File: src/rtl/core/dpr_pkg.sv
// Package for the disparity reprojection block: payload structs, register indexes.
// Used by every module in rtl/core; depends on nothing.
`timescale 1ns / 1ps
`default_nettype none
package dpr_pkg;
    typedef struct packed {
        logic [10:0] column;
        logic [10:0] row;
        logic [7:0]  disparity;
        logic [23:0] pixel_bgr;
    } t_pixel;

    typedef struct packed {
        logic signed [31:0] point_x;
        logic signed [31:0] point_y;
        logic signed [31:0] point_z;
        logic [23:0]        point_rgb;
        logic               depth_fault;
    } t_point;

    localparam logic [2:0] REG_X_OFFSET     = 3'd0;
    localparam logic [2:0] REG_Y_OFFSET     = 3'd1;
    localparam logic [2:0] REG_FOCAL        = 3'd2;
    localparam logic [2:0] REG_INV_BASELINE = 3'd3;
    localparam logic [2:0] REG_W_OFFSET     = 3'd4;

    localparam int FRAC_BITS = 16;

    // Divider lane word: magnitudes of three numerators, remainders, quotients.
    localparam int DIV_W = 41;
    localparam int QB    = 33 + FRAC_BITS;

    typedef struct packed {
        logic              vld;
        logic              wzero;
        logic [DIV_W-1:0]  den;
        logic              wneg;
        logic [2:0]        nneg;
        logic [2:0]        nzero;
        logic [3*QB-1:0]   rem;
        logic [3*QB-1:0]   num;
        logic [3*QB-1:0]   quo;
        logic [23:0]       rgb;
    } t_lane;
endpackage
`default_nettype wire

File: src/rtl/core/dpr_div_cell.sv
// One restoring-division cell: retires one quotient bit of three parallel quotients.
// Depends on dpr_pkg.
`timescale 1ns / 1ps
`default_nettype none
module dpr_div_cell (
    input  wire logic         i_clk,
    input  wire logic         i_rst_n,
    input  wire logic         i_en,
    input  wire dpr_pkg::t_lane i_lane,
    output dpr_pkg::t_lane    o_lane
);
    import dpr_pkg::*;

    t_lane r_lane;
    t_lane n_lane;
    logic [QB:0] w_trial;
    logic [QB-1:0] w_rem;

    always_comb begin
        n_lane = i_lane;
        for (int k = 0; k < 3; k++) begin
            w_rem   = i_lane.rem[k*QB +: QB];
            w_trial = {w_rem, i_lane.num[k*QB + QB-1]} - {{(QB-DIV_W+1){1'b0}}, i_lane.den};
            n_lane.num[k*QB +: QB] = {i_lane.num[k*QB +: QB-1], 1'b0};
            if (!w_trial[QB]) begin
                n_lane.rem[k*QB +: QB] = w_trial[QB-1:0];
                n_lane.quo[k*QB +: QB] = {i_lane.quo[k*QB +: QB-1], 1'b1};
            end else begin
                n_lane.rem[k*QB +: QB] = {w_rem[QB-2:0], i_lane.num[k*QB + QB-1]};
                n_lane.quo[k*QB +: QB] = {i_lane.quo[k*QB +: QB-1], 1'b0};
            end
        end
    end

    always_ff @(posedge i_clk) begin
        if (!i_rst_n) begin
            r_lane.vld <= 1'b0;
        end else if (i_en) begin
            r_lane <= n_lane;
        end
    end

    assign o_lane = r_lane;
endmodule
`default_nettype wire

File: config.mk
export PLATFORM = sky130hd
export DESIGN_NAME = dpr_div_cell
export DESIGN_NICKNAME = d
export VERILOG_FILES = /design/src/rtl/core/dpr_pkg.sv /design/src/rtl/core/dpr_div_cell.sv
export SDC_FILE = /design/constraint.sdc
export NUM_CORES = 1
export LEC_CHECK = 0
export BUFFER_PORTS_ARGS = -buffer_cell sky130_fd_sc_hd__buf_4
export CORE_AREA = 2 2 408 410
export DETAILED_ROUTE_END_ITERATION = 6
export DIE_AREA = 0 0 410 412
export SLEW_MARGIN = 20
export SYNTH_ARGS = -nofsm -noshare
export SYNTH_HDL_FRONTEND = slang
export SYNTH_SLANG_ARGS = --single-unit
File: constraint.sdc
create_clock -name i_clk -period 25.9 [get_ports i_clk]
set_input_delay 5.18 -clock i_clk [delete_from_list [all_inputs] [get_ports i_clk]]
set_output_delay 5.18 -clock i_clk [all_outputs]
set_load 0.05 [all_outputs]
## Word level (Yosys, flattened, before mapping)

Cells that the tools add are included.

- Add/sub/neg operators: 3
- Multiplexer cells: 6
- Reduce and logical (&&, ||, !) cells: 1

Operator list:

| kind | count |
|---|---|
| subtractor 50 x 41 -> 50 bit | 3 |
| two-way mux 49 bit | 3 |
| two-way mux 1 bit | 3 |
| AND reduction 2 bit | 1 |

- Register bits after elaboration: 512
- Input port bits: 518
- Logic and storage cells: 20

## Longest topological paths before layout

- Depth in word-level cells: 2
- Gate-level depth with buffers: 15
- Mapped depth without buffers: 13

## Least setup slack after synthesis

No wires, ideal clock.

- Kind: input -> register
- From: in i_en
- To: reg r_lane, in the netlist o_lane[0] (enable)
- Setup time: 0.940 ns
- Data arrival time: 16.649 ns
- Slack: 8.311 ns
- Stages on the path: 1
- Cells stage by stage: and2_1

- Cells in the longest elaborated chain, start to end: 1

Ends and longest elaborated chain:

| what | RTL line | text |
|---|---|---|
| from (decl) | dpr_div_cell.sv:8 | `input wire logic i_en,` |
| AND reduction 2 bit (no line) | n/a |  |
| to (signal assigned) | dpr_div_cell.sv:39 | `r_lane <= n_lane;` |
| to (decl) | dpr_div_cell.sv:14 | `t_lane r_lane;` |

Every way passes these cells.
A chain may end at the register's enable or synchronous reset.

==> results.sh <==
export IMPL_rows=149
export IMPL_antenna_left=0
export IMPL_drtPass1Iterations=5
export IMPL_via_per_inst=3.95
export IMPL_cp_required_ps=26320
export IMPL_hold_class="reg2reg"
export IMPL_antenna_found_initial=73
export IMPL_internal_power_uw=1740
export IMPL_path_common_cell="o21ai_0"
export IMPL_fp_dieW_um=410
export IMPL_rsz0062_at_grt="false"
export IMPL_overflow=0
export IMPL_maxSlewHeadroom_pct=28.8
export IMPL_cts_buffers_inserted=69
export IMPL_met3_length_um=14800
export IMPL_gp_congestion=0.861
export IMPL_max_cap_violations=0
export IMPL_synth_ff_type="edfxtp_1"
export IMPL_dpl_cell_area_um2=34500
export IMPL_fillers=17600
export IMPL_met2_length_um=74600
export IMPL_finalNetCount=3614
export IMPL_portBuffers=1026
export IMPL_tns_ps=0
export IMPL_fmax_mhz=108
export IMPL_yosys_register_bits=512
export IMPL_grt_pass1_vias=20100
export IMPL_synth_async_reset_ratio_pct=0
export IMPL_dp_slack_ps=15800
export IMPL_cp_arrival_ps=9670
export IMPL_power_leakage_uw=0.0147
export IMPL_htreeDepth=3
export IMPL_routed_wl_um=150000
export IMPL_rrSetupSlack_ps=25290
export IMPL_finalHoldViolations=0
export IMPL_clockPowerShare_pct=36.4
export IMPL_reg2reg_from="o_lane[514]$_SDFFE_PN0P_"
export IMPL_min_delay_start="o_lane[514]$_SDFFE_PN0P_"
export IMPL_worst_slew_pin_transition_ps=1070
export IMPL_io_pins=1033
export IMPL_final_common_cell="buf_4"
export IMPL_drtIter0Drc=1177
export IMPL_drv_slew=0
export IMPL_peakVddDrop_uv=48.5
export IMPL_path_class="in2reg"
export IMPL_p_sw_share_pct=34.1
export IMPL_ys_warn_count=0
export IMPL_cts_tree="yes"
export IMPL_netlist_instances=1925
export IMPL_p_total_uw=2640
export IMPL_outcome="completed"
export IMPL_finalWorstSetupSlack_ps=16650
export IMPL_r2r_cells=2
export IMPL_start_util_pct=14.8
export IMPL_areaGrowthSynthToFinish_pct=51.6
export IMPL_holdWs_ps=537
export IMPL_pwr_share_seq_pct=38.1
export IMPL_start_kind="input pin"
export IMPL_die_area_um2=169000
export IMPL_end_kind="flip-flop"
export IMPL_combPwrFrac_pct=25.5
export IMPL_routed_via_count=20700
export IMPL_clock_sinks=512
export IMPL_fin_crit_ps=9250
export IMPL_postCtsSetupBuffers=0
export IMPL_drc=0
export IMPL_r2r_end="o_lane[514]$_SDFFE_PN0P_"
export IMPL_switching_power_uw=900
export IMPL_hold_buffers=0
export IMPL_cts_root_buf="clkbuf_16"
export IMPL_power_density_nw_per_um2=71.8
export IMPL_syn_area_um2=24300
export IMPL_yosysSeqAreaShare_pct=63.3
export IMPL_min_to="o_lane[514]$_SDFFE_PN0P_"
export IMPL_crit_path_cell_trace="buf_4 -> ha_1 -> fa_1 -> nor2b_1 -> nor3_1 -> o21a_1 -> o21ai_0 -> o21ai_0 -> a31oi_1 -> a21oi_1 -> o31ai_1 -> nor2_1 -> xor2_1"
export IMPL_critPathSlowestCell="o31ai_1"
export IMPL_hpwl_um=127000
export IMPL_synth_edf_count=511
export IMPL_final_cell_area_um2=36800
export IMPL_setup_viol=0
export IMPL_ys_types=87
export IMPL_drive_above_1_share_pct=39.2
export IMPL_largest_reg_flops=512
export IMPL_final_cell_mix="buf_4, edfxtp_1, nand2_1"
export IMPL_post_route_period_util_pct=35.7
export IMPL_routed_top_layer="met5"
export IMPL_dieHeight_um=412
export IMPL_clk_latency_ps=670
export IMPL_cts_buffer_depth=3
export IMPL_path_clk_slew_ps=60
export IMPL_wire_per_inst_um=28.6
export IMPL_ctsResizeCount=0
export IMPL_core_um2=164000
export IMPL_worst_clock_skew_ps=0
export IMPL_grt_pass1_wl_um=188000
export IMPL_hold_depth=2
export IMPL_gr_usage_all_layers_pct=16.9
export IMPL_max_stage_delay_ps=740
export IMPL_grt_max_degree=145
export IMPL_wl_met1_um=54900
export IMPL_syn_area_per_cell_um2=12.6
export IMPL_crit_fanout=5
-- how the worst max path moves through the flow --
| stage | start | endpoint | depth (start not counted) |
|---|---|---|---|
| after floorplan | i_en | o_lane[0]$_DFFE_PP_ | 1 |
| after global placement | i_lane[502] | o_lane[349]$_DFFE_PP_ | 14 |
| after detailed placement | i_lane[492] | o_lane[350]$_DFFE_PP_ | 14 |
| after CTS | i_lane[492] | o_lane[349]$_DFFE_PP_ | 14 |
| after global routing | i_lane[502] | o_lane[350]$_DFFE_PP_ | 14 |
| final | i_lane[472] | o_lane[362]$_DFFE_PP_ | 13 |
-- metal layers --
layer | track usage [%] | vias up
li1 | - | 9355
met1 | 18.2 | 10100
met2 | 29.7 | 893
met3 | 7.09 | 224
met4 | 5.56 | 46
met5 | 0 | -
-- power by group through the flow --
stage	Combinational [uW]	Sequential [uW]	Clock (uW)
global placement	678	1020	0
CTS	683	1010	1010
finish	674	1010	962
detailed placement	680	1020	0
floorplan	186	1250	0
global route	709	1010	1030
-- through the flow --
step | std cells | util [%]
2_1_floorplan | 1927 | -
3_3_place_gp | 5088 | 21.0
3_5_place_dp | 5088 | 21.0
4_1_cts | 5209 | 22.4
5_1_grt | 5210 | 22.4
6_report | 5225 | 22.4
-- synthesized netlist by cell type (all sizes together) (3+ instances only) --
cell | number | area share, %
o21ai | 168 | 3.5
nor4 | 14 | 0.39
o21a | 24 | 0.77
o31ai | 10 | 0.31
nand2 | 194 | 3.0
and3 | 6 | 0.15
nand3b | 3 | 0.093
a21o | 36 | 1.1
nor3b | 3 | 0.11
a21boi | 4 | 0.12
buf | 26 | 0.61
a41oi | 5 | 0.21
or4 | 5 | 0.15
a211o | 4 | 0.14
and4 | 3 | 0.11
or2 | 7 | 0.18
edfxtp | 511 | 63
fa | 3 | 0.25
mux2 | 10 | 0.46
inv | 73 | 1.1
o21bai | 14 | 0.43
a31oi | 8 | 0.21
clkbuf | 38 | 0.60
a221oi | 3 | 0.11
o211ai | 9 | 0.28
o41ai | 4 | 0.21
a2111oi | 7 | 0.30
and2 | 5 | 0.13
nand3 | 29 | 0.60
a211oi | 10 | 0.35
o22ai | 3 | 0.10
ha | 123 | 6.3
nor3 | 25 | 0.54
a21oi | 173 | 3.6
o2111ai | 5 | 0.18
nand2b | 17 | 0.44
o31a | 5 | 0.19
xnor2 | 75 | 2.7
nor2b | 18 | 0.49
xor2 | 64 | 2.4
nor2 | 121 | 1.9
nand4 | 34 | 0.88
-- cell type report --
class	instances	area [um^2]	area share (%)
multi-input cells	1278	8380	22.8
clock buffers	80	1770	4.81
diodes	16	40.0	0.109
flip-flops and latches	512	15400	41.8
repair buffers	1036	7790	21.2
well taps	2189	2740	7.45
clock inverters	41	428	1.16
inverters	73	274	0.745
-- cell families (layout without fill, tap and decap cells) --
kind of cell,count (synthesis),after routing,share of synthesized area [%]
mux,11,11,0.505
flops,512,512,63.3
fa+ha+maj,126,126,6.59
other cells,1,19,0.0155
buf+inv,137,1230,2.34
compound gates,511,511,12.9
simple gates,488,488,9.30
xor+xnor,139,139,5.08
-- critical path, delay by kind of cell --
| kind | cells | cell delay [ps] |
|---|---|---|
| AND/OR/NAND/NOR | 3 | 430 |
| XOR/XNOR | 1 | 180 |
| adder cells (fa/ha/maj) | 2 | 670 |
| AO/OA/AOI/OAI | 6 | 3070 |
| buffers and inverters | 1 | 140 |
Note: power is estimated with default switching activity, not from simulation.
